--- src/rtl/rrts_pkg.sv ---
// shared codes and control types of the round-robin thread scheduler
package rrts_pkg;

    // opcodes of a scheduler request
    localparam logic [2:0] OP_INIT   = 3'd0;
    localparam logic [2:0] OP_CREATE = 3'd1;
    localparam logic [2:0] OP_YIELD  = 3'd2;
    localparam logic [2:0] OP_JOIN   = 3'd3;
    localparam logic [2:0] OP_EXIT   = 3'd4;

    // result status codes
    localparam logic [1:0] STS_OK        = 2'd0;
    localparam logic [1:0] STS_NO_SLOT   = 2'd1;
    localparam logic [1:0] STS_JOIN_FREE = 2'd2;
    localparam logic [1:0] STS_NO_RUN    = 2'd3;

    // slot state codes, held as two bit planes
    localparam logic [1:0] SLOT_FREE     = 2'd0;
    localparam logic [1:0] SLOT_RUNNABLE = 2'd1;
    localparam logic [1:0] SLOT_RUNNING  = 2'd2;
    localparam logic [1:0] SLOT_SLEEPING = 2'd3;

    // status of the shared slot scanner
    typedef struct packed {
        logic active;
        logic hit;
        logic miss;
    } t_scan_sts;

    // strobes into the wait matrix memory
    typedef struct packed {
        logic rd_en;
        logic wr_en;
        logic clr_en;
        logic clr_all;
    } t_wmem_ctl;

endpackage

--- src/rtl/round_robin_thread_scheduler_top.sv ---
// round-robin thread scheduler with join: sequencer, slot table and result register
//
// Requests arrive on the s channel (opcode, target slot) and each one gives one
// result on the m channel (status, created slot, running slot and flags).
// o_s_tready is high only while the sequencer is idle; one request is worked at a
// time. All slot searches go through one shared scanner that tests one slot per
// cycle, and the wait matrix is a memory read one row per cycle. Init and rejected
// requests go straight to the result state; create runs a free-slot scan, yield a
// scan for the next runnable slot, join a read-modify-write of the wait row and then
// that scan, and exit a wake pass over all rows and then that scan. The next request
// is taken only once a result has been loaded and the sequencer is back in idle.
// The result waits in an output register; a new request is taken while it waits,
// and a finished request holds in its result state until the register frees up.
// Reset leaves every slot free, every first-run flag set, the wait matrix empty
// and no thread current; the m channel comes out of reset empty.
module round_robin_thread_scheduler_top #(
    parameter int THREADS = 16
) (
    input  logic        i_clk,
    input  logic        i_rst_n,
    input  logic        i_s_tvalid,
    output logic        o_s_tready,
    // [2:0] opcode, [6:3] target_thread, [7] zero
    input  logic [7:0]  i_s_tdata,
    output logic        o_m_tvalid,
    input  logic        i_m_tready,
    // [1:0] status, [5:2] created_thread, [9:6] running_thread,
    // [10] running_valid, [11] fresh_start, [12] switched, [15:13] zero
    output logic [15:0] o_m_tdata
);
    import rrts_pkg::*;

    localparam int IW = (THREADS > 1) ? $clog2(THREADS) : 1;
    localparam int CW = $clog2(THREADS + 1);

    typedef enum logic [7:0] {
        S_IDLE      = 8'b0000_0001,
        S_FREE_SCAN = 8'b0000_0010,
        S_JOIN_RD   = 8'b0000_0100,
        S_JOIN_WR   = 8'b0000_1000,
        S_WAKE      = 8'b0001_0000,
        S_WAKE_TAIL = 8'b0010_0000,
        S_RUN_SCAN  = 8'b0100_0000,
        S_RESP      = 8'b1000_0000
    } t_state;

    t_state             r_state, n_state;
    logic [2:0]         r_op, n_op;
    logic [IW-1:0]      r_tgt, n_tgt;
    logic [IW-1:0]      r_cur, n_cur;
    logic               r_cval, n_cval;
    logic [IW-1:0]      r_old_cur, n_old_cur;
    logic               r_old_val, n_old_val;
    logic [1:0]         r_status, n_status;
    logic [IW-1:0]      r_created, n_created;
    logic               r_fresh, n_fresh;
    logic [THREADS-1:0] r_lo, n_lo;
    logic [THREADS-1:0] r_hi, n_hi;
    logic [THREADS-1:0] r_first, n_first;
    logic               r_m_valid, n_m_valid;
    logic [15:0]        r_m_data, n_m_data;

    logic               w_accept;
    logic [2:0]         w_in_op;
    logic [3:0]         w_in_tgt;
    logic [IW-1:0]      w_tgt_idx;
    logic               w_tgt_ok;
    logic [IW-1:0]      w_next_base;
    logic [THREADS-1:0] w_free;
    logic [THREADS-1:0] w_runnable;
    logic [THREADS-1:0] w_cur_mask;
    logic [THREADS-1:0] w_tgt_mask;
    logic [THREADS-1:0] w_row_clr;
    logic               w_sw;

    logic               scan_start;
    logic [IW-1:0]      scan_base;
    logic [CW-1:0]      scan_count;
    logic [THREADS-1:0] scan_match;
    logic [IW-1:0]      scan_idx;
    t_scan_sts          scan_sts;

    t_wmem_ctl          mem_ctl;
    logic [IW-1:0]      mem_rd_addr;
    logic [IW-1:0]      mem_wr_addr;
    logic [THREADS-1:0] mem_wr_data;
    logic [IW-1:0]      mem_clr_addr;
    logic               mem_rd_ack;
    logic [IW-1:0]      mem_rd_row;
    logic [THREADS-1:0] mem_rd_data;

    // request decode
    assign o_s_tready = (r_state == S_IDLE);
    assign w_accept   = i_s_tvalid && o_s_tready;
    assign w_in_op    = i_s_tdata[2:0];
    assign w_in_tgt   = i_s_tdata[6:3];
    assign w_tgt_idx  = IW'(w_in_tgt);
    assign w_tgt_ok   = (32'(w_in_tgt) < 32'(THREADS));

    // slot table views
    assign w_free      = ~(r_lo | r_hi);
    assign w_runnable  = r_lo & ~r_hi;
    assign w_cur_mask  = {{(THREADS-1){1'b0}}, 1'b1} << r_cur;
    assign w_tgt_mask  = {{(THREADS-1){1'b0}}, 1'b1} << r_tgt;
    assign w_row_clr   = mem_rd_data & ~w_cur_mask;
    assign w_next_base = (r_cur == IW'(THREADS - 1)) ? '0 : r_cur + IW'(1);

    // switch flag against the state seen at acceptance
    assign w_sw = (r_old_val != r_cval) || (r_cval && (r_old_cur != r_cur));

    // scanner match source follows the sequencer state
    always_comb begin
        case (r_state)
            S_FREE_SCAN: scan_match = w_free;
            S_RUN_SCAN:  scan_match = w_runnable;
            default:     scan_match = '0;
        endcase
    end

    // sequencer
    always_comb begin
        n_state      = r_state;
        n_op         = r_op;
        n_tgt        = r_tgt;
        n_cur        = r_cur;
        n_cval       = r_cval;
        n_old_cur    = r_old_cur;
        n_old_val    = r_old_val;
        n_status     = r_status;
        n_created    = r_created;
        n_fresh      = r_fresh;
        n_lo         = r_lo;
        n_hi         = r_hi;
        n_first      = r_first;
        n_m_valid    = r_m_valid;
        n_m_data     = r_m_data;
        scan_start   = 1'b0;
        scan_base    = '0;
        scan_count   = CW'(THREADS);
        mem_ctl      = '0;
        mem_rd_addr  = scan_idx;
        mem_wr_addr  = mem_rd_row;
        mem_wr_data  = w_row_clr;
        mem_clr_addr = r_cur;

        // output register drains on its own handshake
        if (r_m_valid && i_m_tready) begin
            n_m_valid = 1'b0;
        end

        case (r_state)
            S_IDLE: begin
                if (w_accept) begin
                    n_op      = w_in_op;
                    n_tgt     = w_tgt_idx;
                    n_old_cur = r_cur;
                    n_old_val = r_cval;
                    n_status  = STS_OK;
                    n_created = '0;
                    n_fresh   = 1'b0;
                    n_state   = S_RESP;
                    case (w_in_op)
                        OP_INIT: begin
                            n_lo           = '0;
                            n_hi           = '0;
                            n_first        = '1;
                            n_first[0]     = 1'b0;
                            n_lo[0]        = SLOT_RUNNING[0];
                            n_hi[0]        = SLOT_RUNNING[1];
                            n_cur          = '0;
                            n_cval         = 1'b1;
                            mem_ctl.clr_all = 1'b1;
                        end
                        OP_CREATE: begin
                            scan_start = 1'b1;
                            scan_base  = '0;
                            scan_count = CW'(THREADS);
                            n_state    = S_FREE_SCAN;
                        end
                        OP_YIELD, OP_JOIN, OP_EXIT: begin
                            if (!r_cval) begin
                                n_status = STS_NO_RUN;
                            end else if (w_in_op == OP_YIELD) begin
                                scan_start = 1'b1;
                                scan_base  = w_next_base;
                                scan_count = CW'(THREADS - 1);
                                n_state    = S_RUN_SCAN;
                            end else if (w_in_op == OP_JOIN) begin
                                if (!w_tgt_ok ||
                                    ({r_hi[w_tgt_idx], r_lo[w_tgt_idx]} == SLOT_FREE)) begin
                                    n_status = STS_JOIN_FREE;
                                end else begin
                                    n_lo[r_cur] = SLOT_SLEEPING[0];
                                    n_hi[r_cur] = SLOT_SLEEPING[1];
                                    n_state     = S_JOIN_RD;
                                end
                            end else begin
                                scan_start = 1'b1;
                                scan_base  = '0;
                                scan_count = CW'(THREADS);
                                n_state    = S_WAKE;
                            end
                        end
                        default: begin
                            n_status = STS_OK;
                        end
                    endcase
                end
            end

            // lowest free slot for create
            S_FREE_SCAN: begin
                if (scan_sts.hit) begin
                    n_lo[scan_idx]    = SLOT_RUNNABLE[0];
                    n_hi[scan_idx]    = SLOT_RUNNABLE[1];
                    n_first[scan_idx] = 1'b1;
                    n_created         = scan_idx;
                    mem_ctl.clr_en    = 1'b1;
                    mem_clr_addr      = scan_idx;
                    n_state           = S_RESP;
                end else if (scan_sts.miss) begin
                    n_status = STS_NO_SLOT;
                    n_state  = S_RESP;
                end
            end

            // read-modify-write of the caller's wait row
            S_JOIN_RD: begin
                mem_ctl.rd_en = 1'b1;
                mem_rd_addr   = r_cur;
                n_state       = S_JOIN_WR;
            end

            S_JOIN_WR: begin
                mem_ctl.wr_en = 1'b1;
                mem_wr_addr   = r_cur;
                mem_wr_data   = mem_rd_data | w_tgt_mask;
                scan_start    = 1'b1;
                scan_base     = w_next_base;
                scan_count    = CW'(THREADS - 1);
                n_state       = S_RUN_SCAN;
            end

            // wake pass: one row read per cycle, each row written back when its registered read returns
            S_WAKE, S_WAKE_TAIL: begin
                if (r_state == S_WAKE) begin
                    mem_ctl.rd_en = scan_sts.active;
                    if (scan_sts.miss) begin
                        n_state = S_WAKE_TAIL;
                    end
                end else begin
                    scan_start = 1'b1;
                    scan_base  = w_next_base;
                    scan_count = CW'(THREADS - 1);
                    n_state    = S_RUN_SCAN;
                end
                if (mem_rd_ack && mem_rd_data[r_cur]) begin
                    mem_ctl.wr_en = 1'b1;
                    if ((w_row_clr == '0) &&
                        ({r_hi[mem_rd_row], r_lo[mem_rd_row]} == SLOT_SLEEPING)) begin
                        n_lo[mem_rd_row] = SLOT_RUNNABLE[0];
                        n_hi[mem_rd_row] = SLOT_RUNNABLE[1];
                    end
                end
            end

            // next runnable slot after the current one
            S_RUN_SCAN: begin
                if (scan_sts.hit || scan_sts.miss) begin
                    n_state = S_RESP;
                    if (r_op == OP_EXIT) begin
                        n_lo[r_cur]    = SLOT_FREE[0];
                        n_hi[r_cur]    = SLOT_FREE[1];
                        n_first[r_cur] = 1'b1;
                        mem_ctl.clr_en = 1'b1;
                        mem_clr_addr   = r_cur;
                        if (scan_sts.miss) begin
                            n_cval = 1'b0;
                            n_cur  = '0;
                        end
                    end else if (scan_sts.hit &&
                                 ({r_hi[r_cur], r_lo[r_cur]} == SLOT_RUNNING)) begin
                        n_lo[r_cur] = SLOT_RUNNABLE[0];
                        n_hi[r_cur] = SLOT_RUNNABLE[1];
                    end
                    if (scan_sts.hit) begin
                        n_cur          = scan_idx;
                        n_cval         = 1'b1;
                        n_lo[scan_idx] = SLOT_RUNNING[0];
                        n_hi[scan_idx] = SLOT_RUNNING[1];
                        if (r_first[scan_idx]) begin
                            n_fresh           = 1'b1;
                            n_first[scan_idx] = 1'b0;
                        end
                    end
                end
            end

            // load the result register once it is free
            S_RESP: begin
                if (!r_m_valid || i_m_tready) begin
                    n_m_valid = 1'b1;
                    n_m_data  = {3'b000, w_sw, r_fresh, r_cval,
                                 (r_cval ? 4'(r_cur) : 4'd0), 4'(r_created), r_status};
                    n_state   = S_IDLE;
                end
            end

            default: begin
                n_state = S_IDLE;
            end
        endcase
    end

    // control and slot table registers
    always_ff @(posedge i_clk) begin
        if (!i_rst_n) begin
            r_state   <= S_IDLE;
            r_cur     <= '0;
            r_cval    <= 1'b0;
            r_lo      <= '0;
            r_hi      <= '0;
            r_first   <= '1;
            r_m_valid <= 1'b0;
        end else begin
            r_state   <= n_state;
            r_cur     <= n_cur;
            r_cval    <= n_cval;
            r_lo      <= n_lo;
            r_hi      <= n_hi;
            r_first   <= n_first;
            r_m_valid <= n_m_valid;
        end
    end

    // request payload and result registers
    always_ff @(posedge i_clk) begin
        r_op      <= n_op;
        r_tgt     <= n_tgt;
        r_old_cur <= n_old_cur;
        r_old_val <= n_old_val;
        r_status  <= n_status;
        r_created <= n_created;
        r_fresh   <= n_fresh;
        r_m_data  <= n_m_data;
    end

    assign o_m_tvalid = r_m_valid;
    assign o_m_tdata  = r_m_data;

    // shared slot scanner
    rrts_scan #(
        .THREADS (THREADS),
        .IW      (IW),
        .CW      (CW)
    ) u_scan (
        .i_clk   (i_clk),
        .i_rst_n (i_rst_n),
        .i_start (scan_start),
        .i_base  (scan_base),
        .i_count (scan_count),
        .i_match (scan_match),
        .o_idx   (scan_idx),
        .o_sts   (scan_sts)
    );

    // wait matrix
    rrts_wait_mem #(
        .THREADS (THREADS),
        .IW      (IW)
    ) u_wait_mem (
        .i_clk      (i_clk),
        .i_rst_n    (i_rst_n),
        .i_ctl      (mem_ctl),
        .i_rd_addr  (mem_rd_addr),
        .i_wr_addr  (mem_wr_addr),
        .i_wr_data  (mem_wr_data),
        .i_clr_addr (mem_clr_addr),
        .o_rd_ack   (mem_rd_ack),
        .o_rd_addr  (mem_rd_row),
        .o_rd_data  (mem_rd_data)
    );

endmodule

--- src/rtl/rrts_scan.sv ---
// shared slot scanner: steps one slot per cycle with wrap and tests a match vector
module rrts_scan #(
    parameter int THREADS = 16,
    parameter int IW      = 4,
    parameter int CW      = 5
) (
    input  logic                   i_clk,
    input  logic                   i_rst_n,
    input  logic                   i_start,
    input  logic [IW-1:0]          i_base,
    input  logic [CW-1:0]          i_count,
    input  logic [THREADS-1:0]     i_match,
    output logic [IW-1:0]          o_idx,
    output rrts_pkg::t_scan_sts    o_sts
);
    import rrts_pkg::*;

    logic          r_act;
    logic [IW-1:0] r_idx;
    logic [CW-1:0] r_left;
    logic          w_hit;
    logic          w_miss;
    logic [IW-1:0] w_idx_next;

    // match test at the current slot
    assign w_hit  = r_act && i_match[r_idx];
    assign w_miss = r_act && !i_match[r_idx] && (r_left == CW'(1));

    // wrapping slot increment
    assign w_idx_next = (r_idx == IW'(THREADS - 1)) ? '0 : r_idx + IW'(1);

    // scan progress
    always_ff @(posedge i_clk) begin
        if (!i_rst_n) begin
            r_act <= 1'b0;
        end else if (i_start) begin
            r_act <= 1'b1;
        end else if (w_hit || w_miss) begin
            r_act <= 1'b0;
        end
    end

    always_ff @(posedge i_clk) begin
        if (i_start) begin
            r_idx  <= i_base;
            r_left <= i_count;
        end else if (r_act) begin
            r_idx  <= w_idx_next;
            r_left <= r_left - CW'(1);
        end
    end

    assign o_idx        = r_idx;
    assign o_sts.active = r_act;
    assign o_sts.hit    = w_hit;
    assign o_sts.miss   = w_miss;

endmodule

--- src/rtl/rrts_wait_mem.sv ---
// wait matrix memory, one row per slot, with a valid bit per row
module rrts_wait_mem #(
    parameter int THREADS = 16,
    parameter int IW      = 4
) (
    input  logic                 i_clk,
    input  logic                 i_rst_n,
    input  rrts_pkg::t_wmem_ctl  i_ctl,
    input  logic [IW-1:0]        i_rd_addr,
    input  logic [IW-1:0]        i_wr_addr,
    input  logic [THREADS-1:0]   i_wr_data,
    input  logic [IW-1:0]        i_clr_addr,
    output logic                 o_rd_ack,
    output logic [IW-1:0]        o_rd_addr,
    output logic [THREADS-1:0]   o_rd_data
);
    import rrts_pkg::*;

    logic [THREADS-1:0] r_mem [THREADS];
    logic [THREADS-1:0] r_vld;
    logic [THREADS-1:0] r_rd_data;
    logic               r_rd_ok;
    logic               r_rd_ack;
    logic [IW-1:0]      r_rd_addr;

    // row valid bits, a row that is not valid reads as empty
    always_ff @(posedge i_clk) begin
        if (!i_rst_n) begin
            r_vld <= '0;
        end else if (i_ctl.clr_all) begin
            r_vld <= '0;
        end else begin
            if (i_ctl.wr_en) begin
                r_vld[i_wr_addr] <= 1'b1;
            end
            if (i_ctl.clr_en) begin
                r_vld[i_clr_addr] <= 1'b0;
            end
        end
    end

    // storage write and registered read
    always_ff @(posedge i_clk) begin
        if (i_ctl.wr_en) begin
            r_mem[i_wr_addr] <= i_wr_data;
        end
        if (i_ctl.rd_en) begin
            r_rd_data <= r_mem[i_rd_addr];
            r_rd_ok   <= r_vld[i_rd_addr];
            r_rd_addr <= i_rd_addr;
        end
    end

    always_ff @(posedge i_clk) begin
        if (!i_rst_n) begin
            r_rd_ack <= 1'b0;
        end else begin
            r_rd_ack <= i_ctl.rd_en;
        end
    end

    assign o_rd_ack  = r_rd_ack;
    assign o_rd_addr = r_rd_addr;
    assign o_rd_data = r_rd_ok ? r_rd_data : '0;

endmodule
--- config.mk ---
export PLATFORM = sky130hd
export DESIGN_NAME = round_robin_thread_scheduler_top
export DESIGN_NICKNAME = d
export VERILOG_FILES = /design/src/rtl/rrts_pkg.sv /design/src/rtl/round_robin_thread_scheduler_top.sv /design/src/rtl/rrts_scan.sv /design/src/rtl/rrts_wait_mem.sv
export SDC_FILE = /design/constraint.sdc
export NUM_CORES = 1
export LEC_CHECK = 0
export BUFFER_PORTS_ARGS = -buffer_cell sky130_fd_sc_hd__buf_2
export CORE_MARGIN = 2
export CORE_UTILIZATION = 50
export CTS_BUF_LIST = sky130_fd_sc_hd__clkbuf_4 sky130_fd_sc_hd__clkbuf_8 sky130_fd_sc_hd__clkbuf_16
export DETAILED_ROUTE_END_ITERATION = 10
export PLACE_DENSITY = 0.66
export SLEW_MARGIN = 10
export SYNTH_ARGS = -nofsm -noshare
export SYNTH_HDL_FRONTEND = slang
export SYNTH_HIERARCHICAL = 1
export SYNTH_SLANG_ARGS = --single-unit
--- constraint.sdc ---
create_clock -name i_clk -period 11.2 [get_ports i_clk]
set_clock_uncertainty 0.05 [all_clocks]
set_input_delay 2.24 -clock i_clk [delete_from_list [all_inputs] [get_ports i_clk]]
set_output_delay 2.24 -clock i_clk [all_outputs]
set_load 0.02 [all_outputs]
# After elaboration in Yosys (flattened, before gate mapping)

Memories as Yosys holds them, arrays and structs flattened. A register that Yosys moved wholly into a read port is not among the register bits.
Cells that the tools add are included.
Widths: inputs -> output; s select.

Add/sub/neg operators: 3
Multiply operators: 0
Div/mod/pow operators: 0
Magnitude comparators: 12
Equality and inequality tests: 40
Shift-type cells: 2
Muxes and demuxes: 170
Bitwise operators: 27
Reductions and logical operators: 40

Operators by type and width:

| operator             | number |
|---|---|
| $mux 16              | 43 |
| $or 16x16->16        | 10 |
| $and 16x16->16       | 9 |
| $pmux 16 s4          | 2 |
| $not 16->16          | 7 |
| $pmux 16 s2          | 3 |
| $mux 8               | 11 |
| $mux 4               | 21 |
| $pmux 8 s7           | 1 |
| $pmux 16 s3          | 1 |
| $mux 1               | 45 |
| $bmux 1 s4           | 10 |
| $lt 4x5->1 const B   | 7 |
| $mux 5               | 7 |
| $shl 1x4->16 const A | 2 |
| $demux 1 s4          | 5 |
| $ge 4x1->1 const B   | 5 |
| $logic_not 16->1     | 1 |
| $mux 2               | 8 |
| $pmux 4 s2           | 2 |
| $pmux 8 s2           | 1 |
| $pmux 5 s3           | 1 |
| $reduce_and 5->1     | 3 |
| $logic_and 1x1->1    | 14 |
| 42 further kinds     | 75 |

Bits in registers: 126
Latch bits: 0
Bits in writable memories: 256
ROM bits: 0
Output and inout bits: 18
Memories kept: 1

Memories:

| memory           | depth | bits a word | read ports | clocked after Yosys merged registers in | write ports | RTL line            | source |
|---|---|---|---|---|---|---|---|
| u_wait_mem.r_mem | 16    | 16          | 1          | 1                                       | 1           | rrts_wait_mem.sv:19 | `logic [THREADS-1:0] r_mem [THREADS];` |

# Logic depth before layout (Yosys ltp)

Depth in word-level cells: 16
Mapped depth: 22
Gate-level depth less buffers: 15

# Cells and area by module

Netlist, hierarchy kept.

By module, submodules not included:

| module                           | times used | cells each | area each (um^2) | seq. area each (um^2) |
|---|---|---|---|---|
| rrts_wait_mem                    | 1          | 512        | 11205.7          | 8658.3 |
| round_robin_thread_scheduler_top | 1          | 1010       | 7732.4           | 2202.1 |
| rrts_scan                        | 1          | 63         | 720.7            | 290.3 |

# Worst setup path after synthesis

OpenSTA, ideal clock, no wires.

Path kind: reg2reg
From: register r_state[0]
To: register u_wait_mem.r_vld[2]
Arrival: 4.508 ns
Required time: 11.083 ns
Setup slack: 6.575 ns
Stages on the path, launching flop included: 11
Path through: dfxtp_1 -> or4_1 -> buf_2 -> or4_1 -> buf_6 -> buf_6 -> buf_2 -> o21ai_0 -> nand2_1 -> nor4_1 -> o221a_1

RTL lines:

| element                       | RTL line                                | source |
|---|---|---|
| start, declared               | round_robin_thread_scheduler_top.sv:47  | `t_state r_state, n_state;` |
| start signal, assigned        | round_robin_thread_scheduler_top.sv:326 | `r_state <= n_state;` |
| end signal, assigned          | rrts_wait_mem.sv:29                     | `r_vld <= '0;` |
| end signal, assigned          | rrts_wait_mem.sv:31                     | `r_vld <= '0;` |
| end signal, assigned by index | rrts_wait_mem.sv:34                     | `r_vld[i_wr_addr] <= 1'b1;` |
| end, declared                 | rrts_wait_mem.sv:20                     | `logic [THREADS-1:0] r_vld;` |

==> results.yml <==
floorplan:
  fp.dieW_um: 202.3
  die_y_um: 202.3
  die_area_um2: 40920
  coreArea_um2: 38740
  row_count: 72
  start_util_pct: 50.75
  io_pins: 30
sta:
  setup_viol: 0
  tightest_slew_ns: 1.191
  layout_setup_ws_ns: 4.838
  rsz0062_at_grt: "false"
  period_minus_slack_ns: 6.362
  timing.final.crit_share_pct: 56.80
  slew_viol_final: 0
  setup_tns_ns: 0
  worst_hold_slack_ns: 0.3686
  fmax_mhz: 157.2
  hold_viol: 0
  timing.slew.headroom_pct: 20.25
power:
  peakVddDrop_v: 0.0001470
  total_power_uw: 3519
  combPwrFrac_pct: 14.2
  power_frac_clock_pct: 38.1
  switching_share_pct: 26.98
  intPower_uw: 2569
  p_sw_uw: 949.5
  leakagePower_uw: 0.007051
  seqPwrFrac_pct: 47.7
  p_per_area_nw_per_um2: 163.3
synth:
  synth_common_cells: "edfxtp_1 (318), nor2_1 (151), nand2_1 (146), a21oi_1 (112), mux4_2 (87)"
  ys_top_cells_by_area: "edfxtp_1 (49%), mux4_2 (10%), dfxtp_1 (8.1%), nor2_1 (2.9%), a21oi_1 (2.9%)"
  synth_warnings: 6
  synth_area_um2: 19660
  synth_top_cell_area_share_pct: 48.57
  synth_cell_type_count: 94
  synth_area_leader_cell: "edfxtp_1"
  synth.most_common_cell: "edfxtp_1"
  synthFlopType: "edfxtp_1"
  synth_edf_count: 318
  yosysSeqAreaShare_pct: 56.72
  synth-async-reset-ratio_pct: 0
  syn_area_per_cell_um2: 12.40
  ys_ff_latch: 398
  syn_inst: 1585
placed_design:
  place_ws_ns: 5.049
  dpl.hpwl_mm: 34.00
  globalplace.congestion: 0.9464
  io_buffers: 25
clocking:
  clock_latency_ns: 0.57
  cts_resized: 0
  path_clk_slew_ns: 0.06
  cts.sinks: 398
  cts_setup_buffers: 0
  clockRootBuffer: "clkbuf_16"
  numCtsBuffers: 41
  clockBufferDepth: 3
  cts_max_level: 2
  cts_tree: "built"
  cts_hold_buf: 0
grt:
  grt_max_degree: 62
  use_met3_pct: 4.499
  grt_pass1_vias: 13890
  met1_usage_pct: 37.20
  grt_usage_pct: 27.15
  top_usage_layer: "met2"
  antenna_found_initial: 0
  grt-ovfl-total: 0
  grt_pass1_wl_mm: 84.73
  global_route.usage.met2_pct: 42.88
routing:
  viasPerCell: 6.676
  drt_pass1_iterations: 6
  route.detailed.drc: 0
  vias: 14180
  wl_mm: 55.40
  initialDrtViolationCount: 1902
  postRouteAntennaNets: 0
  wl_per_cell_um: 26.08
min_path:
  hold_class: "reg -> reg"
  min_from: "r_created[2]"
critical_path:
  start_kind: "flip-flop"
  crit_fanout: 52
  worstPathCellList: "nor4_2 > nand3_1 > inv_2 > buf_4 > a21oi_1 > nor2_1 > mux4_2 > a22o_1 > o21a_1 > buf_4 > or4_4 > o221ai_4 > o21bai_4 > a21oi_4 > and2_1 > o221a_2"
  reg2reg_from: "r_state[2]"
  path_buf_inv: 3
  cp.required_ns: 11.66
  crit_start: "r_state[2]"
  crit_slowest_cell: "and2_1"
  worst_ep_arrival_time_ns: 6.82
  critPathTopFamily: "simple AND/OR/NAND/NOR gates"
  critPathKind: "reg -> reg"
  worst_setup_path_end_kind: "flip-flop"
  cpPeakStageDelay_ns: 0.95
  reg2reg_slack_ns: 4.84
  path_common_cell: "buf_4"
layout:
  diodes: 0
  fin_nets: 1598
  nFillCells: 3149
  multi_input_area_um2: 7935
  area_growth_pct: 9.636
  drive_above_1_share_pct: 18.37
  seqCellArea_um2: 11150
flow_run:
  drv_cap: 0
run_status:
  outcome: "finished clean"
==> routing by layer <==
metal | up-vias | wire (um) | part of all wire, %
met5 | - | 0 | 0
met1 | 7042 | 21910 | 40
met3 | 162 | 5139 | 9.3
met2 | 800 | 26040 | 47
li1 | 6175 | - | -
met4 | 0 | 2317 | 4.2
==> metrics by stage <==
stage                     cell area [um2]  cells  util, %
final                               21550   2124    55.64
after global routing                21550   2124    55.64
after CTS                           21520   2124    55.55
after detailed placement            20210   2052    52.17
after global placement              20210   2052    52.17
after floorplan                     19670   1587        -
==> power by group through the flow <==
stage                     clock network [uW]  registers (uW)  logic [uW]
after floorplan                            0            1690         379
after global placement                     0            1710         479
after detailed placement                   0            1710         488
after CTS                               1360            1680         490
after global routing                    1420            1680         532
final                                   1340            1680         500
==> final timing paths <==
check | endpoint | cells after the start
max | r_lo[14] | 16
max reg2reg | r_lo[14] | 16
min | o_m_tdata[4] | 0
min reg2reg | o_m_tdata[4] | 0
==> cells in the final DEF (no fill, tap or decap), types with 9 or more instances in the layout <==
| cell | synthesis | routed |
|---|---|---|
| nand2b_1 | 15 | 15 |
| nand2_1 | 146 | 146 |
| clkbuf_16 | 0 | 42 |
| ha_1 | 9 | 9 |
| a21oi_1 | 112 | 111 |
| nor3_2 | 1 | 9 |
| clkinv_1 | 1 | 9 |
| dfxtp_1 | 80 | 80 |
| nand3_1 | 35 | 35 |
| o22ai_1 | 13 | 13 |
| nand3b_1 | 12 | 12 |
| edfxtp_1 | 318 | 318 |
| nor3_1 | 36 | 28 |
| nor2b_1 | 21 | 19 |
| and2_1 | 30 | 30 |
| nor2_1 | 151 | 145 |
| mux4_2 | 87 | 87 |
| a31oi_1 | 32 | 28 |
| a41oi_1 | 15 | 15 |
| o221a_2 | 9 | 9 |
| buf_2 | 24 | 25 |
| a31o_2 | 9 | 9 |
| inv_1 | 15 | 15 |
| a211oi_1 | 10 | 10 |
| a22oi_1 | 38 | 38 |
| o221a_1 | 15 | 15 |
| buf_4 | 13 | 43 |
| and3_1 | 11 | 11 |
| o21ai_0 | 55 | 51 |
| o221ai_1 | 16 | 16 |
==> registers in the layout, summed over array words and instances (netlist names), 3 cells and up <==
signal / flops
r_op: 3
r_created: 4
r_old_cur: 4
r_lo: 16
u_wait_mem/r_mem: 256
r_tgt: 4
r_hi: 16
u_scan/o_idx: 4
o_m_tdata: 13
r_cur: 4
u_wait_mem/r_vld: 16
u_scan/r_left: 5
u_wait_mem/o_rd_addr: 4
r_first: 16
u_wait_mem/r_rd_data: 16
r_state: 8
==> final cells by class <==
| class | instances | share of cell area [%] |
|---|---|---|
| flip-flops and latches | 398 | 51.74 |
| multi-input cells | 1051 | 36.82 |
| clock buffers | 52 | 5.283 |
| well taps | 518 | 3.007 |
| repair buffers | 68 | 2.078 |
| clock inverters | 20 | 0.7837 |
| inverters | 17 | 0.2961 |
==> cells by family (layout without fill, tap and decap cells) <==
family          count (synthesis)  after routing  share of synthesized area [%]
fa+ha+maj                       9              9                         0.5728
buf+inv                       138            157                          3.628
mux                           103            103                          11.09
other cells                     1              3                        0.01908
compound gates                406            406                          14.49
xor+xnor                       11             11                         0.4901
flops                         398            398                          56.72
simple gates                  519            519                          12.99
Power figures use the tool's default switching activity.
